==> src/rtl/core/smm_pkg.sv <==
`timescale 1ns / 1ps
// Shared types, constants and helpers for the sparse triplet matrix multiplier.
// No dependencies; imported by every module of the block.
package smm_pkg;

  localparam int MAX_DIM    = 8;
  localparam int MAX_TERMS  = 64;
  localparam int DIM_W      = $clog2(MAX_DIM);
  localparam int TERM_AW    = $clog2(MAX_TERMS);
  localparam int CNT_W      = TERM_AW + 1;
  localparam int PS_AW      = 2 * DIM_W;
  localparam int PS_DEPTH   = MAX_DIM * MAX_DIM;
  localparam int REG_W      = 4;
  localparam int CFG_IDX_W  = 2;
  localparam int VAL_W      = 16;
  localparam int PROD_W     = 2 * VAL_W;
  localparam int ACC_W      = 44;
  localparam int OUT_VAL_W  = 35;
  localparam int IN_DATA_W  = 24;
  localparam int OUT_PAY_W  = 2 * DIM_W + OUT_VAL_W;
  localparam int OUT_DATA_W = 48;

  localparam logic [1:0] ACT_LOAD_A = 2'd0;
  localparam logic [1:0] ACT_LOAD_B = 2'd1;
  localparam logic [1:0] ACT_MULT   = 2'd2;

  localparam logic [1:0] STAT_VALID    = 2'd0;
  localparam logic [1:0] STAT_EMPTY    = 2'd1;
  localparam logic [1:0] STAT_MISMATCH = 2'd2;

  localparam logic [CFG_IDX_W-1:0] REG_A_ROWS = 2'd0;
  localparam logic [CFG_IDX_W-1:0] REG_A_COLS = 2'd1;
  localparam logic [CFG_IDX_W-1:0] REG_B_ROWS = 2'd2;
  localparam logic [CFG_IDX_W-1:0] REG_B_COLS = 2'd3;

  typedef enum logic [2:0] {
    S_IDLE,
    S_RD_A,
    S_RD_B,
    S_DRAIN,
    S_SCAN_RD,
    S_SCAN_CHK,
    S_FINAL
  } state_t;

  typedef struct packed {
    logic [DIM_W-1:0] row;
    logic [DIM_W-1:0] col;
    logic [VAL_W-1:0] value;
  } term_t;

  typedef struct packed {
    logic               we;
    logic [TERM_AW-1:0] waddr;
    term_t              wdata;
    logic               re;
    logic [TERM_AW-1:0] raddr;
  } term_ram_req_t;

  typedef struct packed {
    logic             we;
    logic [PS_AW-1:0] addr;
    logic [ACC_W-1:0] data;
  } ps_wr_t;

  typedef struct packed {
    logic [DIM_W-1:0]     row;
    logic [DIM_W-1:0]     col;
    logic [OUT_VAL_W-1:0] value;
    logic [1:0]           status;
  } res_t;

  function automatic logic [REG_W-1:0] eff_dim(input logic [REG_W-1:0] r);
    return (r > REG_W'(MAX_DIM)) ? REG_W'(MAX_DIM) : r;
  endfunction

  function automatic logic [OUT_VAL_W-1:0] sat_value(input logic [ACC_W-1:0] v);
    logic [ACC_W-OUT_VAL_W:0] hi_bits;
    hi_bits = v[ACC_W-1:OUT_VAL_W-1];
    if (hi_bits == '0 || hi_bits == '1) begin
      return v[OUT_VAL_W-1:0];
    end else if (v[ACC_W-1]) begin
      return {1'b1, {(OUT_VAL_W-1){1'b0}}};
    end else begin
      return {1'b0, {(OUT_VAL_W-1){1'b1}}};
    end
  endfunction

endpackage

==> src/rtl/core/smm_prod_ram.sv <==
`timescale 1ns / 1ps
// Product store: 8x8 accumulator memory with per-entry valid bits.
// Invalid entries read as zero. Depends on smm_pkg.
module smm_prod_ram (
  input  logic                        clk,
  input  logic                        rst_n,
  input  logic                        clr,
  input  smm_pkg::ps_wr_t             wr,
  input  logic [smm_pkg::PS_AW-1:0]   raddr,
  output logic [smm_pkg::ACC_W-1:0]   rdata
);
  import smm_pkg::*;

  logic [ACC_W-1:0]    mem [PS_DEPTH];
  logic [PS_DEPTH-1:0] vld_r;
  logic [ACC_W-1:0]    q_r;
  logic                q_vld_r;

  always_ff @(posedge clk) begin
    if (wr.we) begin
      mem[wr.addr] <= wr.data;
    end
    q_r <= mem[raddr];
  end

  always_ff @(posedge clk) begin
    if (!rst_n) begin
      vld_r   <= '0;
      q_vld_r <= 1'b0;
    end else begin
      if (clr) begin
        vld_r <= '0;
      end else if (wr.we) begin
        vld_r[wr.addr] <= 1'b1;
      end
      q_vld_r <= vld_r[raddr];
    end
  end

  assign rdata = q_vld_r ? q_r : '0;

endmodule

==> config.mk <==
export PLATFORM = sky130hd
export DESIGN_NAME = smm_prod_ram
export DESIGN_NICKNAME = d
export VERILOG_FILES = /design/src/rtl/core/smm_pkg.sv /design/src/rtl/core/smm_prod_ram.sv
export SDC_FILE = /design/constraint.sdc
export NUM_CORES = 2
export LEC_CHECK = 0
export ABC_AREA = 1
export BUFFER_PORTS_ARGS = -buffer_cell sky130_fd_sc_hd__buf_2
export CAP_MARGIN = 40
export CORE_MARGIN = 1
export CORE_UTILIZATION = 25
export DETAILED_ROUTE_END_ITERATION = 8
export PLACE_DENSITY = 0.38
export SKIP_LAST_GASP = 1
export SYNTH_ARGS = -nofsm -noshare
export SYNTH_HDL_FRONTEND = slang
export SYNTH_SLANG_ARGS = --single-unit
==> constraint.sdc <==
create_clock -name clk -period 5 [get_ports clk]
set_input_delay 1 -clock clk [delete_from_list [all_inputs] [get_ports clk]]
set_output_delay 1 -clock clk [all_outputs]
set_load 0.01 [all_outputs]
Word-level counts from Yosys, hierarchy flattened
Memories as Yosys holds them, arrays and structs flattened. A register that Yosys moved wholly into a read port is not among the register bits.
Index checks and enable logic that the tools add are counted.

operators by class
  add/sub/neg operators = 0
  multipliers = 0
  div/mod/pow operators = 0
  $lt $le $gt $ge = 3
  eq/ne operators = 0
  shifts and indexed selects = 0
  mux-type cells = 7
  bitwise operators = 2
  reduce and logical (&&, ||, !) cells = 2

operators by type and width
  operator            number
  $or 64x64->64       1
  $mux 44             1
  $lt 6x7->1 const B  2
  $bmux 1 s6          1
  $demux 1 s6         1
  $ge 6x1->1 const B  1
  $mux 1              4
  $reduce_or 2->1     1
  $logic_and 1x1->1   1
  $not 1->1           1

word-level totals
  bits in registers = 65
  latch bits = 0
  bits in writable memories = 2816
  ROM bits = 0
  input port bits = 60
  output and inout port bits = 44
  logic and storage cells = 17
  memories = 1

memory list
  name  words  width  rd ports  clocked after Yosys merged registers in  wr ports  RTL line            text
  mem   64     44     1         1                                        1         smm_prod_ram.sv:14  logic [ACC_W-1:0] mem [PS_DEPTH];

Logic depth before layout (Yosys ltp)
  word-level depth = 5
  gate-level depth with buffers = 14
  depth with buffers taken out = 9

Worst setup path before layout
Ideal clock, no wire load.

  path kind = input port to flip-flop
  start = input port wr[50] in the netlist's numbering
  end = memory mem[55][0] (enable)
  library setup time = 0.447 ns
  data arrival time = 3.406 ns
  data required time = 4.553 ns
  path slack = 1.147 ns
  cell stages on the path = 4
  buffers on the path = 0
  path through = clkinv_1 > nor3_1 > inv_1 > nor2_1

between the ends
  word-level cells in the longest chain between the ends = 2

RTL lines
  item                          RTL line            text
  start, declared               smm_prod_ram.sv:8   input smm_pkg::ps_wr_t wr,
  $mux 1                        smm_prod_ram.sv:20  if (wr.we) begin
  $mux 1 (implied by the code)  smm_prod_ram.sv:21  mem[wr.addr] <= wr.data;
  end, declared                 smm_prod_ram.sv:14

No other way between the ends.

Worst setup path in the final report
  start = register q_vld_r
  end = output port rdata[4] in the netlist's numbering

between the ends
  word-level cells in the longest chain between the ends = 1

RTL lines
  item                    RTL line            text
  start, declared         smm_prod_ram.sv:17  logic q_vld_r;
  start signal, assigned  smm_prod_ram.sv:36  q_vld_r <= vld_r[raddr];
  $mux 44                 smm_prod_ram.sv:40  assign rdata = q_vld_r ? q_r : '0;
  end, declared           smm_prod_ram.sv:10  output logic [smm_pkg::ACC_W-1:0] rdata

No other way between the ends.

==> results.cfg <==
[outcome]
status = complete, no violations

[detailed_routing]
firstDrtPassIters = 6
drtIter0Drc = 6820
wl_met2_um = 209900
highest_layer = met5
wl_met1_um = 193700
ant_nets = 0
post-route-drc-count = 0
routedWlPerCell_um = 26.78
met3WireLength_um = 18330
wl_um = 434600
vias = 76870
viasPerCell = 4.737

[setup_path]
worstPathMaxFanout = 29
cp.arrival_ns = 2.58
path_class = reg -> out
crit_path_top_delay_cell = dfxtp_4
crit_path_start_kind = flip-flop
r2r_slack_ns = 3.25
timing.critical_path.buf_inv = 3
cp_top_family = buffers and inverters
cpPeakStageDelay_ns = 0.67
critPathCaptureType = primary output
cp.required_ns = 4.00
worstPathCellList = buf_4 -> nand2_1 -> inv_1 -> buf_2

[final_layout]
drive_gt1_share_pct = 9.681
syn_to_final_growth_pct = 17.20
design_area_um2 = 136700
nFillCells = 47160
fin_nets = 9827

[worst_hold_path]
min_path_type = in -> reg

[clocking]
cts_root_buf = clkbuf_16
postCtsHoldBufs = 0
clkLatencyLatePin_ns = 0.94
post_cts_buffers = 0
ctsResizeCount = 0
clk_pin_slew_ns = 0.06
cts_made_buffers = 334
clkSinkCount = 2925
cts_buffer_depth = 4
cts_max_level = 5
cts_tree = done

[global_routing]
grt_overflow = 0
grt_max_degree = 164
antenna_found_initial = 54
grt_pass1_vias = 74800
grt_pass1_wl_um = 605300
track_usage_pct = 18.02

[floorplan]
dieWidth_um = 684.9
die_h_um = 684.9
initial_core_util_pct = 25.13
core_area_um2 = 463900
core.rowCount = 250
dieArea_um2 = 469100
boundaryPins = 104

[timing]
fin_skew_ns = 0.04944
max_freq_ghz = 0.2797
worstMarginPinSlew_ns = 1.185
fin_hold_ws_ns = 0.4151
timing.final.ws_setup_ns = 1.424
min_period_ns = 3.576
rsz0062_at_grt = no
hold_violations = 0
slew_violations = 0
setup_tns_ns = 0
period_share_pct = 71.52
finalSetupViolCount = 0
relSlewSlack_pct = 21.02

[synthesis]
synth-seq-cells = 2925
syn_area_per_cell_um2 = 12.12
ys_types = 23
syn_area_um2 = 116600
synth_seq_area_share_pct = 74.40
yosysWarnings = 0
syn_nets = 9682
synth_cells = 9622

[placement]
place_congestion = 0.7672
dp_hpwl_um = 246200
placement.io_buffers = 103
dpl_cell_area_um2 = 126100
dp_slack_ns = 1.135

[power]
p_total_uw = 54400
p_leak_uw = 0.04697
powerDensity_nw_per_um2 = 398.1
ir_worst_vdd_mv = 0.2400

[job]
maxCapViolCount = 0
cells in the mapped netlist, drive strengths merged:
| cell | n | area share [%] |
|---|---|---|
| dfxtp | 109 | 1.9 |
| nor2 | 467 | 1.5 |
| a21oi | 138 | 0.60 |
| edfxtp | 2816 | 73 |
| inv | 212 | 0.69 |
| buf | 452 | 2.3 |
| o22ai | 132 | 0.71 |
| o21ai | 400 | 1.7 |
| clkinv | 1 | 0.0032 |
| clkbuf | 188 | 0.61 |
| nand3 | 2123 | 9.1 |
| nor3 | 14 | 0.060 |
| nand2 | 2569 | 8.3 |
| or2 | 1 | 0.0054 |
cells by family after synthesis:
logic type | after synthesis | share of synthesized area, %
flops | 2925 | 74.40
simple gates | 5174 | 18.95
compound gates | 670 | 3.021
buf+inv | 853 | 3.629
path summary, 6_finish.rpt:
check | from | end | depth (start not counted)
worst min-delay path | rst_n | q_vld_r$_SDFF_PN0_ | 3
worst min register to register | vld_r[24]$_SDFFE_PP0P_ | vld_r[24]$_SDFFE_PP0P_ | 2
worst max register to register | mem[51][30]$_DFFE_PP_ | q_r[30]$_DFF_P_ | 8
worst max-delay path | q_vld_r$_SDFF_PN0_ | rdata[4] | 4
cell type report:
| type | instances | area [um2] | share of cell area (%) |
|---|---|---|---|
| Clock buffer | 438 | 8966 | 6.561 |
| Tap cell | 6174 | 7725 | 5.653 |
| Clock inverter | 171 | 1505 | 1.101 |
| Multi-Input combinational cell | 5844 | 26100 | 19.10 |
| Antenna cell | 14 | 35.03 | 0.02564 |
| Timing Repair Buffer | 449 | 4721 | 3.455 |
| Sequential cell | 2925 | 86750 | 63.48 |
| Inverter | 213 | 854.6 | 0.6254 |
routing by layer:
| metal | vias to the layer above | global-route usage [%] |
|---|---|---|
| li1 | 34590 | - |
| met1 | 39750 | 24.51 |
| met2 | 1949 | 30.47 |
| met3 | 578 | 1.887 |
| met4 | 10 | 4.951 |
| met5 | - | 0 |
cell usage in the layout (no fill, tap or decap), types with 108 or more instances in the layout:
cell       instances
nand3_1         2123
buf_12           108
edfxtp_1        2816
nor2_1           403
o22ai_1          132
nand2_1         2569
clkbuf_16        340
a21oi_1          137
o21ai_0          388
inv_1            206
dfxtp_1          108
buf_4            232
stage by stage:
stage	instances	util, %
finish	16230	29.46
global route	16220	29.45
CTS	16210	29.45
detailed placement	15610	27.19
global placement	15580	27.05
floorplan	9622	-
report_power, final:
| group | leakage [uW] | switching, uW | internal (uW) |
|---|---|---|---|
| Sequential | 0.0262 | 154 | 27100 |
| Combinational | 0.0156 | 2500 | 795 |
| Clock | 0.00510 | 10300 | 13600 |
| Total | 0.0470 | 12900 | 41500 |
flip-flops by register name, indices dropped and copies added (netlist names):
signal,cells
mem,2816
q_r,44
q_vld_r,1
vld_r,64
tightest hold or removal path, stage by stage:
cell,delay (ns)
buf_2,0.07
inv_1,0.11
a21oi_2,0.12
Note: power is estimated with default switching activity, not from simulation.
