### src/rtl/core/smm_pkg.sv
`timescale 1ns / 1ps
// Shared types, constants and helpers for the sparse triplet matrix multiplier.
// No dependencies; imported by every module of the block.
package smm_pkg;

  localparam int MAX_DIM    = 8;
  localparam int MAX_TERMS  = 64;
  localparam int DIM_W      = $clog2(MAX_DIM);
  localparam int TERM_AW    = $clog2(MAX_TERMS);
  localparam int CNT_W      = TERM_AW + 1;
  localparam int PS_AW      = 2 * DIM_W;
  localparam int PS_DEPTH   = MAX_DIM * MAX_DIM;
  localparam int REG_W      = 4;
  localparam int CFG_IDX_W  = 2;
  localparam int VAL_W      = 16;
  localparam int PROD_W     = 2 * VAL_W;
  localparam int ACC_W      = 44;
  localparam int OUT_VAL_W  = 35;
  localparam int IN_DATA_W  = 24;
  localparam int OUT_PAY_W  = 2 * DIM_W + OUT_VAL_W;
  localparam int OUT_DATA_W = 48;

  localparam logic [1:0] ACT_LOAD_A = 2'd0;
  localparam logic [1:0] ACT_LOAD_B = 2'd1;
  localparam logic [1:0] ACT_MULT   = 2'd2;

  localparam logic [1:0] STAT_VALID    = 2'd0;
  localparam logic [1:0] STAT_EMPTY    = 2'd1;
  localparam logic [1:0] STAT_MISMATCH = 2'd2;

  localparam logic [CFG_IDX_W-1:0] REG_A_ROWS = 2'd0;
  localparam logic [CFG_IDX_W-1:0] REG_A_COLS = 2'd1;
  localparam logic [CFG_IDX_W-1:0] REG_B_ROWS = 2'd2;
  localparam logic [CFG_IDX_W-1:0] REG_B_COLS = 2'd3;

  typedef enum logic [2:0] {
    S_IDLE,
    S_RD_A,
    S_RD_B,
    S_DRAIN,
    S_SCAN_RD,
    S_SCAN_CHK,
    S_FINAL
  } state_t;

  typedef struct packed {
    logic [DIM_W-1:0] row;
    logic [DIM_W-1:0] col;
    logic [VAL_W-1:0] value;
  } term_t;

  typedef struct packed {
    logic               we;
    logic [TERM_AW-1:0] waddr;
    term_t              wdata;
    logic               re;
    logic [TERM_AW-1:0] raddr;
  } term_ram_req_t;

  typedef struct packed {
    logic             we;
    logic [PS_AW-1:0] addr;
    logic [ACC_W-1:0] data;
  } ps_wr_t;

  typedef struct packed {
    logic [DIM_W-1:0]     row;
    logic [DIM_W-1:0]     col;
    logic [OUT_VAL_W-1:0] value;
    logic [1:0]           status;
  } res_t;

  function automatic logic [REG_W-1:0] eff_dim(input logic [REG_W-1:0] r);
    return (r > REG_W'(MAX_DIM)) ? REG_W'(MAX_DIM) : r;
  endfunction

  function automatic logic [OUT_VAL_W-1:0] sat_value(input logic [ACC_W-1:0] v);
    logic [ACC_W-OUT_VAL_W:0] hi_bits;
    hi_bits = v[ACC_W-1:OUT_VAL_W-1];
    if (hi_bits == '0 || hi_bits == '1) begin
      return v[OUT_VAL_W-1:0];
    end else if (v[ACC_W-1]) begin
      return {1'b1, {(OUT_VAL_W-1){1'b0}}};
    end else begin
      return {1'b0, {(OUT_VAL_W-1){1'b1}}};
    end
  endfunction

endpackage

### src/rtl/core/smm_mac.sv
`timescale 1ns / 1ps
// Multiply-accumulate pipeline: match and multiply, then read-modify-write
// of the product store with forwarding. Depends on smm_pkg.
module smm_mac (
  input  logic                      clk,
  input  logic                      rst_n,
  input  logic                      s1_valid,
  input  smm_pkg::term_t            a_term,
  input  smm_pkg::term_t            b_term,
  input  logic [smm_pkg::ACC_W-1:0] ps_rdata,
  output logic [smm_pkg::PS_AW-1:0] ps_raddr,
  output smm_pkg::ps_wr_t           ps_wr
);
  import smm_pkg::*;

  logic                     match;
  logic [PS_AW-1:0]         addr_s1;
  logic signed [PROD_W-1:0] prod_s1;
  logic                     v_r;
  logic                     fwd_r;
  logic [PS_AW-1:0]         addr_r;
  logic [PROD_W-1:0]        prod_r;
  logic [ACC_W-1:0]         fwd_data_r;
  logic [ACC_W-1:0]         old_val;
  logic [ACC_W-1:0]         sum;

  assign match   = (b_term.row == a_term.col);
  assign addr_s1 = {a_term.row, b_term.col};
  assign prod_s1 = $signed(a_term.value) * $signed(b_term.value);

  assign ps_raddr = addr_s1;

  // same-entry write in flight during the read: take the write data
  assign old_val = fwd_r ? fwd_data_r : ps_rdata;
  assign sum     = old_val + {{(ACC_W-PROD_W){prod_r[PROD_W-1]}}, prod_r};

  assign ps_wr.we   = v_r;
  assign ps_wr.addr = addr_r;
  assign ps_wr.data = sum;

  always_ff @(posedge clk) begin
    if (!rst_n) begin
      v_r   <= 1'b0;
      fwd_r <= 1'b0;
    end else begin
      v_r   <= s1_valid && match;
      fwd_r <= v_r && (addr_r == addr_s1);
    end
  end

  always_ff @(posedge clk) begin
    addr_r     <= addr_s1;
    prod_r     <= prod_s1;
    fwd_data_r <= sum;
  end

endmodule

### config.mk
export PLATFORM = sky130hd
export DESIGN_NAME = smm_mac
export DESIGN_NICKNAME = d
export VERILOG_FILES = /design/src/rtl/core/smm_pkg.sv /design/src/rtl/core/smm_mac.sv
export SDC_FILE = /design/constraint.sdc
export NUM_CORES = 1
export LEC_CHECK = 0
export ABC_AREA = 0
export BUFFER_PORTS_ARGS = -buffer_cell sky130_fd_sc_hd__buf_2
export CORE_MARGIN = 2
export CORE_UTILIZATION = 55
export CTS_CLUSTER_DIAMETER = 50
export DETAILED_ROUTE_END_ITERATION = 8
export PLACE_DENSITY = 0.75
export SYNTH_ARGS = -nofsm -noshare
export SYNTH_HDL_FRONTEND = slang
export SYNTH_SLANG_ARGS = --single-unit
### constraint.sdc
create_clock -name clk -period 9.5 [get_ports clk]
set_input_delay 0.475 -clock clk [delete_from_list [all_inputs] [get_ports clk]]
set_output_delay 0.475 -clock clk [all_outputs]
set_load 0.05 [all_outputs]
# After elaboration in Yosys (flattened, before gate mapping)
# Cells that the tools add are included.
[totals]
ram_bits = 0
romBits = 0
input_bits = 91
n_memories = 0
latchBits = 0
ff_bits = 84
wordCells = 12
[classes]
magnitude_cmp = 0
add_sub_neg = 1
multipliers = 1
n_shift = 0
mux = 1
div_mod_pow = 0
n_bitwise = 0
eq_ne = 2
n_reduce_logical = 2
[ops]
columns = ["operator", "n"]
rows = [
  ["$add A44 B44 Y44", 1],
  ["$mux W44", 1],
  ["$mul A16 B16 Y32", 1],
  ["$eq A6 B6 Y1", 1],
  ["$eq A3 B3 Y1", 1],
  ["$logic_and A1 B1 Y1", 2],
]

# Depth between registers and ports, before layout
[logic_depth]
depth_word = 2
depth_mapped = 24
ltp_nobuf = 23

# Worst setup path before layout
# OpenSTA, ideal clock, no wires.
[synth_timing]
kind = "input port to flip-flop"
from = "input a_term[7] (netlist bit)"
to = "register prod_r[31]"
slack_ps = 3574
path_stages = 23
n_path_buf = 1
t_arrival_ps = 5854
cell_sequence = "clkbuf_1 nand2_1 fa_1 inv_1 fa_1 inv_1 fa_1 inv_1 fa_1 fa_1 inv_1 fa_1 inv_1 ha_1 a21oi_1 o21ai_0 a2111oi_4 nor2_1 a31oi_2 o211a_1 o21bai_1 a21oi_1 xnor2_1"
[synth_via]
elab_chain_len = 1
[synth_rtl]
columns = ["element", "line", "text"]
rows = [
  ["from (decl)", "smm_mac.sv:8", "input smm_pkg::term_t a_term,"],
  ["$mul A16 B16 Y32", "smm_mac.sv:29", "assign prod_s1 = $signed(a_term.value) * $signed(b_term.value);"],
  ["net prod_s1[31]", "smm_mac.sv:18", "logic signed [PROD_W-1:0] prod_s1;"],
  ["to (signal assigned)", "smm_mac.sv:53", "prod_r <= prod_s1;"],
  ["to (decl)", "smm_mac.sv:22", "logic [PROD_W-1:0] prod_r;"],
]
# The timed path passes the listed nets, and every way through them passes these cells.
# A chain may end at the register's enable or synchronous reset.

# Worst setup path after layout
[layout_timing]
from = "input b_term[1] (netlist bit)"
to = "register prod_r[31]"
[layout_via]
elab_chain_len = 1
[layout_rtl]
columns = ["element", "line", "text"]
rows = [
  ["from (decl)", "smm_mac.sv:9", "input smm_pkg::term_t b_term,"],
  ["$mul A16 B16 Y32", "smm_mac.sv:29", ""],
  ["net prod_s1[31]", "smm_mac.sv:18", ""],
]
# The timed path passes the listed nets, and every way through them passes these cells.

==> flow_summary.rst <==
.. list-table::
   :header-rows: 1

   * - Metric
     - Value
   * - Netlist area before placement
     - between 10,000 and 15,000 sq um
   * - Core Rows
     - between 50 and 60
   * - Hold Worst Slack
     - between 200 and 300 ps
   * - Number of inserted filler cells in the final layout
     - between 2,000 and 2,500
   * - Post-Syn Instances
     - 1,573
   * - Starting density of the core
     - 55.9%
   * - Area taken by multi-input logic gates
     - between 10,000 and 15,000 sq um
   * - Count of clock tree sinks
     - 84
   * - Cell at the root of the clock tree
     - clkbuf_16
   * - Detailed Route Iter0 Violations
     - 633
   * - Die width
     - about 170 um
   * - Vias per Instance
     - between 5 and 6
   * - Final Hold Viols
     - 0
   * - Post-CTS setup buffers
     - 0
   * - Total of hold buffers inserted after clock tree synthesis
     - 0
   * - Pin slew with the least headroom to its limit
     - around 670 ps
   * - Combined flip-flop and latch cell area
     - roughly 1700 sq um
   * - I/O Pins
     - roughly 150
   * - R2R Setup Slk
     - between 5000 and 6000 ps
   * - Final weighted congestion in routability-driven placement
     - about 0.95
   * - Hold/Removal Path Class
     - in2reg
   * - Setup tns final
     - 0 ps
   * - Clock transition time at the flip-flop clock pins of the worst setup and hold paths
     - approximately 60 ps
   * - Synth Area per Inst
     - about 9.2 sq um
   * - Area of the die
     - ~28,000 sq um
   * - Top fanout value on the critical path
     - 16
   * - Final cycle utilization of the critical path
     - 64.0%
   * - # diodes
     - 0
   * - Fraction of final layout cells sized beyond drive strength 1
     - ~13%
   * - Sum of routed wire length over all layers
     - around 33,000 um
   * - Critical setup path kind
     - in2reg
   * - Average detailed-routed wire length per instance
     - 16.5 um
   * - WP data required
     - around 9800 ps
   * - Wire length of the first global-routing pass
     - about 57,000 um
   * - Post-detailed-placement half-perimeter wirelength
     - about 28,000 um
   * - Largest net degree at the start of global routing
     - 45
   * - Core Util, Final
     - about three fifths
   * - Share of flip-flops with an asynchronous set or reset after synthesis
     - 0%
   * - Time the worst path needs with I/O delays and setup
     - ~6000 ps
   * - Count of port buffers added during placement
     - around 150
   * - P&R area growth vs syn
     - 8.42%
   * - RSZ-0062 raised after global routing
     - false
   * - Number of buffers added by the clock tree synthesis step
     - 9
   * - Via total after detailed routing
     - roughly 11,000
   * - Clock Latency Late Sink
     - 340 ps
   * - Chip height
     - between 150 and 200 um
   * - CTS HTree Levels
     - 3
   * - Via count of the first global-routing pass
     - 11,500
   * - Number of instances in the placed design
     - approximately 2,000
   * - Endpoint kind of the worst setup timing path
     - flip-flop
   * - Dominant cells by area after synthesis
     - fa_1, dfxtp_1, ha_1
   * - Cell type with the largest total area after synthesis
     - fa_1
   * - Synth Net Count
     - around 2,100
   * - Pins over their slew limit
     - 0
   * - Core Footprint
     - 26,000 sq um
   * - Max Fclk
     - about 160 MHz
   * - Aggregate global routing overflow
     - 0
   * - Max cap viols
     - 0
   * - Worst Setup Start Kind
     - primary input
   * - Ranking of synthesized cells by instance count
     - inv_1, fa_1, nand2_1
   * - Worst Clk Skew
     - a little under 9 ps
   * - Net count of the finished layout
     - ~2,200
   * - Most common cell in the netlist
     - inv_1
   * - Drt first pass iters
     - 5
   * - Number of design rule violations left after detail routing
     - 0
   * - Synth Warn #
     - 0
   * - Number of distinct library cells after synthesis
     - 63
   * - Post-CTS resize count
     - 0
   * - Final setup fails
     - 0
   * - Worst EP arrival
     - between 6000 and 7000 ps
   * - Dominant synthesized flop cell
     - dfxtp_1
   * - Number of enable flip-flop cells after synthesis
     - 0
   * - Residual antenna-violating net count after detailed routing
     - 0
   * - Clock tree from TritonCTS
     - built
   * - Slew headroom
     - around 55%
   * - Number of storage elements in the synthesis netlist
     - between 80 and 90
   * - Sequential area share after synthesis
     - a little under an eighth
   * - Total GRT Usage
     - 24.9%
   * - Status
     - finished clean
   * - Share of the synthesized area in the top cell type
     - roughly 36%
   * - Worst-case clock buffer depth
     - 2
   * - Number of non-filler instances in the completed layout
     - between 2,000 and 2,500
   * - Number of antenna violations at the first check in global routing
     - 0
[per-stage QoR]
stage          setup slack (ps)  instance area, sq um
2_1_floorplan              3570                 14500
3_3_place_gp               3250                 15500
3_5_place_dp               3100                 15500
4_1_cts                    3480                 15700
5_1_grt                    3070                 15700
6_report                   3420                 15700
[worst max-delay path, stage by stage]
cell and delay [ps]:
buf_2 210, nand2_1 150, inv_1 90, fa_1 710, inv_1 110, fa_1 510, fa_1 400, inv_1 100
fa_1 420, fa_1 540, inv_1 50, fa_1 470, inv_1 40, ha_1 330, a21o_1 190, a21oi_1 300
a21boi_0 210, o21ai_0 130, a31oi_2 300, o211a_1 230, o21bai_1 80, a21oi_1 170, xnor2_1 130
[per-layer routing]
metal,vias up,part of all wire (%),GRT usage [%]
li1,5112,-,-
met4,0,1.4,5.36
met5,-,0,0
met2,398,46,40.8
met3,42,7.6,4.99
met1,5258,45,34.5
[sequential cells by signal, indices dropped and copies added, names as in the netlist]
signal	count
fwd_r	1
fwd_data_r	44
addr_r	6
v_r	1
prod_r	32
[final cells by class]
class                   instances  share of cell area (%)
clock inverters                 4                   0.159
flip-flops and latches         84                    10.7
well taps                     335                    2.66
repair buffers                148                    4.72
inverters                     325                    7.75
clock buffers                  12                    1.57
multi-input cells            1115                    72.4
[layout by cell type, fill, tap and decap left out, types with 3 or more instances in the layout]
cell type	instances
a211oi_1	3
a211oi_2	3
a21boi_1	3
a21o_1	34
a21oi_1	62
a311oi_1	3
a31oi_1	6
and2_1	131
and3_1	8
and4_1	3
buf_2	147
clkbuf_16	9
dfxtp_1	83
fa_1	263
ha_1	125
inv_1	325
mux2_2	42
nand2_1	145
nand2b_1	15
nand3_1	10
nand4_1	8
nor2_1	50
nor2b_1	6
nor3_1	13
o21a_1	8
o21ai_0	28
o21ai_1	10
o21bai_1	10
o31ai_1	4
xnor2_1	55
xor2_1	24
[worst paths after layout]
path,startpoint,cells after the start,end
hold / removal,a_term[19],1,addr_r[3]$_DFF_P_
setup / recovery,b_term[1],23,prod_r[31]$_DFF_P_
hold reg to reg,v_r$_SDFF_PN0_,2,fwd_r$_SDFF_PN0_
setup reg to reg,fwd_r$_SDFF_PN0_,14,fwd_data_r[40]$_DFF_P_
[kinds of logic after synthesis]
group | Yosys count | synth area share (%)
AOI/OAI and AO/OA | 204 | 9.49
muxes | 44 | 3.40
xor gates and xnor gates | 79 | 4.77
DFF | 84 | 11.6
adders and majority gates | 388 | 47.1
buffers and inverters | 374 | 9.87
and+or+nand+nor | 400 | 13.8
Power is left out: the tool's default activity adds up to more than one toggle a clock period on the data nets, which glitch-free logic cannot reach.
