===== src/rtl/core/smm_pkg.sv =====
`timescale 1ns / 1ps
// Shared types, constants and helpers for the sparse triplet matrix multiplier.
// No dependencies; imported by every module of the block.
package smm_pkg;

  localparam int MAX_DIM    = 8;
  localparam int MAX_TERMS  = 64;
  localparam int DIM_W      = $clog2(MAX_DIM);
  localparam int TERM_AW    = $clog2(MAX_TERMS);
  localparam int CNT_W      = TERM_AW + 1;
  localparam int PS_AW      = 2 * DIM_W;
  localparam int PS_DEPTH   = MAX_DIM * MAX_DIM;
  localparam int REG_W      = 4;
  localparam int CFG_IDX_W  = 2;
  localparam int VAL_W      = 16;
  localparam int PROD_W     = 2 * VAL_W;
  localparam int ACC_W      = 44;
  localparam int OUT_VAL_W  = 35;
  localparam int IN_DATA_W  = 24;
  localparam int OUT_PAY_W  = 2 * DIM_W + OUT_VAL_W;
  localparam int OUT_DATA_W = 48;

  localparam logic [1:0] ACT_LOAD_A = 2'd0;
  localparam logic [1:0] ACT_LOAD_B = 2'd1;
  localparam logic [1:0] ACT_MULT   = 2'd2;

  localparam logic [1:0] STAT_VALID    = 2'd0;
  localparam logic [1:0] STAT_EMPTY    = 2'd1;
  localparam logic [1:0] STAT_MISMATCH = 2'd2;

  localparam logic [CFG_IDX_W-1:0] REG_A_ROWS = 2'd0;
  localparam logic [CFG_IDX_W-1:0] REG_A_COLS = 2'd1;
  localparam logic [CFG_IDX_W-1:0] REG_B_ROWS = 2'd2;
  localparam logic [CFG_IDX_W-1:0] REG_B_COLS = 2'd3;

  typedef enum logic [2:0] {
    S_IDLE,
    S_RD_A,
    S_RD_B,
    S_DRAIN,
    S_SCAN_RD,
    S_SCAN_CHK,
    S_FINAL
  } state_t;

  typedef struct packed {
    logic [DIM_W-1:0] row;
    logic [DIM_W-1:0] col;
    logic [VAL_W-1:0] value;
  } term_t;

  typedef struct packed {
    logic               we;
    logic [TERM_AW-1:0] waddr;
    term_t              wdata;
    logic               re;
    logic [TERM_AW-1:0] raddr;
  } term_ram_req_t;

  typedef struct packed {
    logic             we;
    logic [PS_AW-1:0] addr;
    logic [ACC_W-1:0] data;
  } ps_wr_t;

  typedef struct packed {
    logic [DIM_W-1:0]     row;
    logic [DIM_W-1:0]     col;
    logic [OUT_VAL_W-1:0] value;
    logic [1:0]           status;
  } res_t;

  function automatic logic [REG_W-1:0] eff_dim(input logic [REG_W-1:0] r);
    return (r > REG_W'(MAX_DIM)) ? REG_W'(MAX_DIM) : r;
  endfunction

  function automatic logic [OUT_VAL_W-1:0] sat_value(input logic [ACC_W-1:0] v);
    logic [ACC_W-OUT_VAL_W:0] hi_bits;
    hi_bits = v[ACC_W-1:OUT_VAL_W-1];
    if (hi_bits == '0 || hi_bits == '1) begin
      return v[OUT_VAL_W-1:0];
    end else if (v[ACC_W-1]) begin
      return {1'b1, {(OUT_VAL_W-1){1'b0}}};
    end else begin
      return {1'b0, {(OUT_VAL_W-1){1'b1}}};
    end
  endfunction

endpackage


===== src/rtl/core/smm_ctrl.sv =====
`timescale 1ns / 1ps
// Sequencer: config registers, list loads, pair walk, product scan and
// result register. Depends on smm_pkg.
module smm_ctrl (
  input  logic                           clk,
  input  logic                           rst_n,
  input  logic                           cfg_we,
  input  logic [smm_pkg::CFG_IDX_W-1:0]  cfg_index,
  input  logic [smm_pkg::REG_W-1:0]      cfg_data,
  input  logic                           in_tvalid,
  output logic                           in_tready,
  input  logic [smm_pkg::IN_DATA_W-1:0]  in_tdata,
  input  logic [1:0]                     in_tuser,
  output logic                           out_tvalid,
  input  logic                           out_tready,
  output logic [smm_pkg::OUT_DATA_W-1:0] out_tdata,
  output logic [1:0]                     out_tuser,
  output logic                           out_tlast,
  output smm_pkg::term_ram_req_t         a_req,
  output smm_pkg::term_ram_req_t         b_req,
  output logic                           ps_clr,
  output logic                           s1_valid,
  output logic                           scan_sel,
  output logic [smm_pkg::PS_AW-1:0]      scan_addr,
  input  logic [smm_pkg::ACC_W-1:0]      ps_rdata
);
  import smm_pkg::*;

  state_t             state_r, state_nxt;
  logic [REG_W-1:0]   a_rows_r, a_cols_r, b_rows_r, b_cols_r;
  logic [CNT_W-1:0]   a_cnt_r, b_cnt_r;
  logic [TERM_AW-1:0] i_r, j_r;
  logic [DIM_W-1:0]   r_r, c_r;
  logic               drain_r;
  logic               s1_valid_r;
  logic               has_pend_r;
  logic               out_vld_r;
  logic               out_last_r;
  res_t               pend_r;
  res_t               out_r;

  term_t            in_term;
  logic             accept, mult_go, mismatch, ld_a_ok, ld_b_ok;
  logic             i_last, j_last;
  logic [REG_W-1:0] nr, nc;
  logic             scan_empty, c_end, r_end, scan_last;
  logic             nz, out_free, chk_stall, chk_adv, push;

  assign in_term.row   = in_tdata[DIM_W-1:0];
  assign in_term.col   = in_tdata[2*DIM_W-1:DIM_W];
  assign in_term.value = in_tdata[2*DIM_W+VAL_W-1:2*DIM_W];

  assign accept   = in_tvalid && in_tready;
  assign mult_go  = accept && (in_tuser == ACT_MULT);
  assign mismatch = (a_cols_r != b_rows_r);
  assign ld_a_ok  = accept && (in_tuser == ACT_LOAD_A)
                    && (REG_W'(in_term.row) < a_rows_r) && (REG_W'(in_term.col) < a_cols_r)
                    && (a_cnt_r < CNT_W'(MAX_TERMS));
  assign ld_b_ok  = accept && (in_tuser == ACT_LOAD_B)
                    && (REG_W'(in_term.row) < b_rows_r) && (REG_W'(in_term.col) < b_cols_r)
                    && (b_cnt_r < CNT_W'(MAX_TERMS));

  assign i_last = ({1'b0, i_r} == a_cnt_r - CNT_W'(1));
  assign j_last = ({1'b0, j_r} == b_cnt_r - CNT_W'(1));

  assign nr         = eff_dim(a_rows_r);
  assign nc         = eff_dim(b_cols_r);
  assign scan_empty = (nr == '0) || (nc == '0);
  assign c_end      = (REG_W'(c_r) + REG_W'(1) == nc);
  assign r_end      = (REG_W'(r_r) + REG_W'(1) == nr);
  assign scan_last  = c_end && r_end;

  assign nz        = (ps_rdata != '0);
  assign out_free  = !out_vld_r || out_tready;
  assign chk_stall = (state_r == S_SCAN_CHK) && nz && has_pend_r && !out_free;
  assign chk_adv   = (state_r == S_SCAN_CHK) && !chk_stall;
  assign push      = (chk_adv && nz && has_pend_r) || ((state_r == S_FINAL) && out_free);

  always_comb begin
    state_nxt = state_r;
    unique case (state_r)
      S_IDLE: begin
        if (mult_go) begin
          if (mismatch) begin
            state_nxt = S_FINAL;
          end else if (a_cnt_r == '0 || b_cnt_r == '0) begin
            state_nxt = S_DRAIN;
          end else begin
            state_nxt = S_RD_A;
          end
        end
      end
      S_RD_A: state_nxt = S_RD_B;
      S_RD_B: begin
        if (j_last) begin
          state_nxt = i_last ? S_DRAIN : S_RD_A;
        end
      end
      S_DRAIN: begin
        if (drain_r) begin
          state_nxt = scan_empty ? S_FINAL : S_SCAN_RD;
        end
      end
      S_SCAN_RD: state_nxt = S_SCAN_CHK;
      S_SCAN_CHK: begin
        if (!chk_stall) begin
          state_nxt = scan_last ? S_FINAL : S_SCAN_RD;
        end
      end
      S_FINAL: begin
        if (out_free) begin
          state_nxt = S_IDLE;
        end
      end
      default: state_nxt = S_IDLE;
    endcase
  end

  always_comb begin
    in_tready   = (state_r == S_IDLE);
    a_req.we    = ld_a_ok;
    a_req.waddr = a_cnt_r[TERM_AW-1:0];
    a_req.wdata = in_term;
    a_req.re    = (state_r == S_RD_A);
    a_req.raddr = i_r;
    b_req.we    = ld_b_ok;
    b_req.waddr = b_cnt_r[TERM_AW-1:0];
    b_req.wdata = in_term;
    b_req.re    = (state_r == S_RD_B);
    b_req.raddr = j_r;
    ps_clr      = mult_go && !mismatch;
    s1_valid    = s1_valid_r;
    scan_sel    = (state_r == S_SCAN_RD) || (state_r == S_SCAN_CHK);
    scan_addr   = {r_r, c_r};
  end

  always_ff @(posedge clk) begin
    if (!rst_n) begin
      state_r    <= S_IDLE;
      a_rows_r   <= REG_W'(MAX_DIM);
      a_cols_r   <= REG_W'(MAX_DIM);
      b_rows_r   <= REG_W'(MAX_DIM);
      b_cols_r   <= REG_W'(MAX_DIM);
      a_cnt_r    <= '0;
      b_cnt_r    <= '0;
      i_r        <= '0;
      j_r        <= '0;
      r_r        <= '0;
      c_r        <= '0;
      drain_r    <= 1'b0;
      s1_valid_r <= 1'b0;
      has_pend_r <= 1'b0;
      out_vld_r  <= 1'b0;
    end else begin
      state_r <= state_nxt;
      if (cfg_we) begin
        unique case (cfg_index)
          REG_A_ROWS: a_rows_r <= cfg_data;
          REG_A_COLS: a_cols_r <= cfg_data;
          REG_B_ROWS: b_rows_r <= cfg_data;
          REG_B_COLS: b_cols_r <= cfg_data;
        endcase
      end
      if ((state_r == S_FINAL) && out_free) begin
        a_cnt_r <= '0;
        b_cnt_r <= '0;
      end else begin
        if (ld_a_ok) begin
          a_cnt_r <= a_cnt_r + CNT_W'(1);
        end
        if (ld_b_ok) begin
          b_cnt_r <= b_cnt_r + CNT_W'(1);
        end
      end
      if (mult_go) begin
        i_r <= '0;
      end else if ((state_r == S_RD_B) && j_last) begin
        i_r <= i_r + TERM_AW'(1);
      end
      if (state_r == S_RD_A) begin
        j_r <= '0;
      end else if (state_r == S_RD_B) begin
        j_r <= j_r + TERM_AW'(1);
      end
      if (state_r == S_DRAIN) begin
        r_r <= '0;
        c_r <= '0;
      end else if (chk_adv) begin
        if (c_end) begin
          c_r <= '0;
          r_r <= r_r + DIM_W'(1);
        end else begin
          c_r <= c_r + DIM_W'(1);
        end
      end
      drain_r    <= (state_r == S_DRAIN) ? ~drain_r : 1'b0;
      s1_valid_r <= (state_r == S_RD_B);
      if (mult_go) begin
        has_pend_r <= 1'b0;
      end else if (chk_adv && nz) begin
        has_pend_r <= 1'b1;
      end
      if (push) begin
        out_vld_r <= 1'b1;
      end else if (out_tready) begin
        out_vld_r <= 1'b0;
      end
    end
  end

  // held result: pushed out once the next nonzero is found or the scan ends
  always_ff @(posedge clk) begin
    if (mult_go) begin
      pend_r <= '{row: '0, col: '0, value: '0, status: STAT_MISMATCH};
    end else if ((state_r == S_DRAIN) && drain_r && scan_empty) begin
      pend_r <= '{row: '0, col: '0, value: '0, status: STAT_EMPTY};
    end else if (chk_adv) begin
      if (nz) begin
        pend_r <= '{row: r_r, col: c_r, value: sat_value(ps_rdata), status: STAT_VALID};
      end else if (scan_last && !has_pend_r) begin
        pend_r <= '{row: '0, col: '0, value: '0, status: STAT_EMPTY};
      end
    end
    if (push) begin
      out_r      <= pend_r;
      out_last_r <= (state_r == S_FINAL);
    end
  end

  assign out_tvalid = out_vld_r;
  assign out_tdata  = {{(OUT_DATA_W-OUT_PAY_W){1'b0}}, out_r.value, out_r.col, out_r.row};
  assign out_tuser  = out_r.status;
  assign out_tlast  = out_last_r;

endmodule


===== config.mk =====
export PLATFORM = sky130hd
export DESIGN_NAME = smm_ctrl
export DESIGN_NICKNAME = d
export VERILOG_FILES = /design/src/rtl/core/smm_pkg.sv /design/src/rtl/core/smm_ctrl.sv
export SDC_FILE = /design/constraint.sdc
export NUM_CORES = 1
export LEC_CHECK = 0
export BUFFER_PORTS_ARGS = -buffer_cell sky130_fd_sc_hd__buf_2
export CAP_MARGIN = 15
export CORE_MARGIN = 1.5
export CORE_UTILIZATION = 35
export CTS_CLUSTER_DIAMETER = 60
export CTS_CLUSTER_SIZE = 16
export DETAILED_ROUTE_END_ITERATION = 10
export SYNTH_ARGS = -nofsm -noshare
export SYNTH_HDL_FRONTEND = slang
export SYNTH_SLANG_ARGS = --single-unit

===== constraint.sdc =====
create_clock -name clk -period 6.4 [get_ports clk]
set_input_delay 0.64 -clock clk [delete_from_list [all_inputs] [get_ports clk]]
set_output_delay 0.64 -clock clk [all_outputs]
set_load 0.02 [all_outputs]

==> After elaboration in Yosys (flattened, before gate mapping) <==
Index checks and enable logic that the tools add are counted.
{ "classes": {"add_sub_neg": 10, "magnitude_cmp": 8, "n_eq_ne": 22, "n_mux": 22, "bitwise": 2, "reduce_logical": 61} }
{ "op_table": {"columns": ["op", "count"], "rows": [
  ["43-bit 2-to-1 mux", 2],
  ["35-bit 2-to-1 mux", 2],
  ["44-bit nonzero test", 1],
  ["1-bit logical AND", 23],
  ["3-bit 2-to-1 mux", 7],
  ["3-bit case mux with 7 select lines", 1],
  ["3-bit by 4-bit < comparator with 1-bit output", 4],
  ["2-bit AND reduction", 8],
  ["7-bit by 1-bit adder with 7-bit output, second input constant", 2],
  ["6-bit by 7-bit == test with 1-bit output", 2],
  ["7-bit zero test", 2],
  ["7-bit < comparator, second input constant", 2],
  ["7-bit by 1-bit subtractor with 7-bit output, second input constant", 2],
  ["6-bit by 1-bit adder with 6-bit output, second input constant", 2],
  ["2-bit 2-to-1 mux", 6],
  ["10-bit == test, second input constant", 1],
  ["10-bit zero test", 1],
  ["2-bit OR reduction", 5],
  ["3-bit == test, second input constant", 3],
  ["3-bit by 1-bit adder with 4-bit output, second input constant", 2],
  ["4-bit == test", 2],
  ["4-bit greater-than comparator, second input constant", 2],
  ["4-bit zero test", 2],
  ["4-bit 2-to-1 mux", 2],
  ["17 further kinds", 39]
]} }
{ "word_totals": {"register_bits": 142, "input_bits": 81, "out_inout_bits": 134, "wordCells": 149} }

==> Longest topological paths before layout <==
{ "logic_depth": {"word_depth": 10, "mapped_depth": 9, "depth_no_buf": 9} }

==> Least setup slack after synthesis <==
OpenSTA, ideal clock, no wires.
{ "synth_timing": {"path_type": "register to register", "startpoint": "register state_r[2]", "endpoint": "register out_r (netlist bit out_tdata[0]), enable pin", "setup_ns": 0.445, "t_arrival_ns": 2.973, "required_time_ns": 5.955, "path_slack_ns": 2.982, "path_stages_with_launch": 6, "n_path_buf": 0, "period_less_slack_ns": 3.418, "cell_sequence": "dfxtp_1 > nor2b_1 > nand2_1 > nor2_1 > a21oi_1 > nor2_1"} }
{ "synth_between": {"elab_chain_len": 9, "word_cells_on_any_way": 11, "cone_classes": "eq/ne: 2; reduce/logical: 9"} }
{ "synth_rtl": {"columns": ["item", "line_no", "source"], "rows": [
  ["start: declaration", "smm_ctrl.sv:29", "state_t state_r, state_nxt;"],
  ["start signal: assignment", "smm_ctrl.sv:155", "state_r <= state_nxt;"],
  ["3-bit == test", "smm_ctrl.sv:75, smm_ctrl.sv:76", null],
  ["1-bit logical AND (3 in series)", "smm_ctrl.sv:75", "assign chk_stall = (state_r == S_SCAN_CHK) && nz && has_pend_r && !out_free;"],
  ["1-bit zero test", null, null],
  ["1-bit logical AND", "smm_ctrl.sv:76", "assign chk_adv = (state_r == S_SCAN_CHK) && !chk_stall;"],
  ["1-bit logical AND (2 in series)", "smm_ctrl.sv:77", "assign push = (chk_adv && nz && has_pend_r) || ((state_r == S_FINAL) && out_free);"],
  ["1-bit logical OR *", "smm_ctrl.sv:77", null],
  ["named net push", "smm_ctrl.sv:47", "logic nz, out_free, chk_stall, chk_adv, push;"],
  ["end signal: assignment", "smm_ctrl.sv:225", "out_r <= pend_r;"],
  ["end: declaration", "smm_ctrl.sv:40", "res_t out_r;"]
]} }
The timed path passes the listed nets; every way through them passes the cells marked *.
A chain may end at the register's enable or synchronous reset.

==> flow_metrics.py <==
metrics = {
    "outcome": {
        "outcome": "completed",
    },
    "floorplan": {
        "die_width_um": 141,
        "ios": 215,
        "die_height_um": 141,
        "core_area_um2": 18700,
        "start_util_pct": 35.7,
        "die-area_um2": 19900,
        "rows": 50,
    },
    "setup_path": {
        "crit_family": "simple AND/OR/NAND/NOR gates",
        "arrival_ns": 2.62,
        "critPathSlowestCell": "or4b_1",
        "critPathMaxFanout": 15,
        "crit_type": "reg2out",
        "critPathCaptureType": "primary output",
        "path_buf_inv": 2,
        "worstPathCellList": "or4b_1 -> nor4b_1 -> o221ai_1 -> inv_1 -> buf_2",
        "startpoint_type": "register",
        "cpPeakStageDelay_ns": 0.62,
        "cp.required_ns": 5.76,
    },
    "logic_synthesis": {
        "yosysTopAreaCell": "dfxtp_1",
        "ys_warn_count": 0,
        "synthCells": 658,
        "synth_seq_area_share_pct": 49.1,
        "synth_cell_types": 58,
        "synth_enable_flop_cells": 44,
        "synth_top_flop_cell": "dfxtp_1",
        "syn_area_um2": 6690,
        "synth_top_area_share_pct": 29.3,
        "synth_seq_cells": 142,
        "async_flop_share_pct": 0,
        "yosys-top-cells-area": "dfxtp_1 (29%), edfxtp_1 (20%), buf_4 (7.3%)",
        "avgSynthCellArea_um2": 10.2,
    },
    "clock_network": {
        "insertion_delay_ns": 0.41,
        "cts-hold-fix-buffers": 0,
        "cts.repair.resized": 0,
        "cts_setup_buffers": 0,
        "cts_root_buffer": "clkbuf_16",
        "cts_tree": "yes",
        "clk_pin_slew_ns": 0.07,
        "cts_buffers": 17,
        "htree_levels": 4,
        "cts.sinks": 142,
        "cts.path.max_buffers": 2,
    },
    "placed_design": {
        "gp_congestion": 0.805,
        "io_buffers": 157,
        "dp_cells": 972,
        "placed_area_um2": 7250,
        "place_hpwl_um": 11000,
        "dp_slack_ns": 2.95,
    },
    "finish": {
        "fin_nets": 855,
        "drive_above_1_share_pct": 27.0,
        "mostFrequentLayoutCell": "buf_2",
        "antenna_cells": 0,
        "multi_input_area_um2": 2780,
        "fin_area_um2": 7810,
        "fin_util_pct": 41.8,
        "syn_to_final_growth_pct": 16.9,
        "register_area_um2": 3280,
        "fillers": 1840,
        "final_cell_mix": "buf_2 (157), dfxtp_1 (98), nor2_1 (75), edfxtp_1 (44), nand2_1 (38)",
        "finalNonFillerCells": 1004,
    },
    "routing": {
        "drt_iter0_markers": 266,
        "via_count": 4930,
        "wl_per_cell_um": 15.1,
        "remaining_drc_errors": 0,
        "routed_wl_um": 15200,
        "viasPerCell": 4.91,
        "ant_nets": 0,
        "dr.pass1.iters": 4,
    },
    "grt": {
        "grtUsageTotal_pct": 15.1,
        "antenna_found_initial": 0,
        "grt_overflow_total": 0,
        "grt_pass1_wl_um": 23800,
        "grt_pass1_vias": 4530,
        "grt_max_degree": 45,
    },
    "timing": {
        "finalCriticalPeriod_ns": 3.26,
        "tightest_slew_ns": 0.872,
        "tns_ns": 0,
        "period_share_pct": 51.0,
        "fin_skew_ns": 0.00554,
        "rsz0062_at_grt": "false",
        "fmax_ghz": 0.306,
        "slew_viol_final": 0,
        "setup_ws_ns": 3.14,
        "slew_headroom_pct": 41.7,
        "hold_viol": 0,
        "setup_viol": 0,
    },
    "min_path": {
        "hold_class": "reg2reg",
    },
    "pwr": {
        "power.share.clock_pct": 36.8,
        "powerDensity_nw_per_um2": 329,
        "leakage_nw": 3.26,
        "ir_drop_uv": 191,
        "p_seq_share_pct": 46.5,
        "switchingPower_uw": 757,
        "p_int_mw": 1.81,
        "p_comb_share_pct": 16.8,
        "sw_frac_of_total_pct": 29.5,
    },
    "job": {
        "drv_cap": 0,
    },
}
power by group through the flow:
stage / registers, mW / logic (mW) / clock network, mW
2_1_floorplan: 1.20 / 0.348 / 0
3_3_place_gp: 1.21 / 0.432 / 0
3_5_place_dp: 1.21 / 0.433 / 0
4_1_cts: 1.19 / 0.435 / 0.968
5_1_grt: 1.21 / 0.475 / 1.01
6_report: 1.19 / 0.430 / 0.944
final timing paths:
kind | start | depth (start not counted) | endpoint | slack (ns)
min reg2reg | pend_r[19]$_SDFFE_PP0P_ | 0 | out_tdata[23]$_DFFE_PP_ | 0.43
min | pend_r[19]$_SDFFE_PP0P_ | 0 | out_tdata[23]$_DFFE_PP_ | 0.43
max | state_r[1]$_SDFFE_PN0P_ | 5 | b_req[35] | 3.14
max reg2reg | c_r[0]$_SDFFE_PP0N_ | 9 | pend_r[41]$_SDFFE_PP0P_ | 3.44
flip-flops by register name, indices dropped and copies added, names as in the netlist, 2 cells and up:
signal / cells
pend_r: 43
out_tdata: 41
a_cnt_r: 7
b_cnt_r: 7
i_r: 6
j_r: 6
a_cols_r: 4
a_rows_r: 4
b_cols_r: 4
b_rows_r: 4
c_r: 3
r_r: 3
state_r: 3
out_tuser: 2
cells in the mapped netlist (all sizes together), types with 2 or more instances:
| cell type | count |
|---|---|
| a21oi | 22 |
| nor2b | 19 |
| mux2i | 18 |
| a31oi | 3 |
| buf | 73 |
| and2 | 4 |
| nor4b | 2 |
| ha | 17 |
| nand2 | 38 |
| a2111oi | 2 |
| and3 | 2 |
| inv | 21 |
| clkbuf | 14 |
| o22ai | 2 |
| a22o | 7 |
| nor3 | 16 |
| o21ai | 10 |
| a211oi | 3 |
| o2111ai | 2 |
| nand3b | 7 |
| edfxtp | 44 |
| or3 | 4 |
| nand2b | 8 |
| nor4 | 18 |
| dfxtp | 98 |
| a21o | 9 |
| nor2 | 77 |
| xnor2 | 17 |
| nand4 | 11 |
| o221ai | 3 |
| nor3b | 3 |
| o221a | 2 |
| o2bb2ai | 34 |
| or4b | 2 |
| or3b | 3 |
| xor2 | 21 |
| nand3 | 10 |
kinds of logic (layout without fill, tap and decap cells):
| kind of cell | Yosys count | after routing | synth area share (%) |
|---|---|---|---|
| buf+inv | 108 | 214 | 9.96 |
| mux | 18 | 18 | 2.70 |
| xor+xnor | 39 | 39 | 5.33 |
| flops | 142 | 142 | 49.1 |
| fa+ha+maj | 17 | 17 | 3.18 |
| other cells | 1 | 7 | 0.0561 |
| compound gates | 107 | 107 | 12.7 |
| simple gates | 226 | 226 | 17.0 |
layout make-up:
cell class	instances	area share, %
clock buffer	17	5.45
clock inverter	15	1.76
inverter	21	1.01
multi-input combinational	414	35.6
sequential	142	42.0
tap	234	3.75
timing repair buffer	161	10.4
per-stage QoR:
step | hold slack (ns) | power [mW]
after floorplan | 0.402 | 1.55
after global placement | 0.411 | 1.64
final | 0.430 | 2.57
after global routing | 0.433 | 2.70
after detailed placement | 0.414 | 1.64
after CTS | 0.430 | 2.60
routing by layer:
layer	vias up	track usage (%)	part of all wire, %
li1	2475	-	-
met1	2259	19.6	46
met2	175	24.3	45
met3	21	3.91	7.0
met4	0	5.70	1.7
met5	-	0	0
No activity file was read; power rests on OpenSTA's default activity.
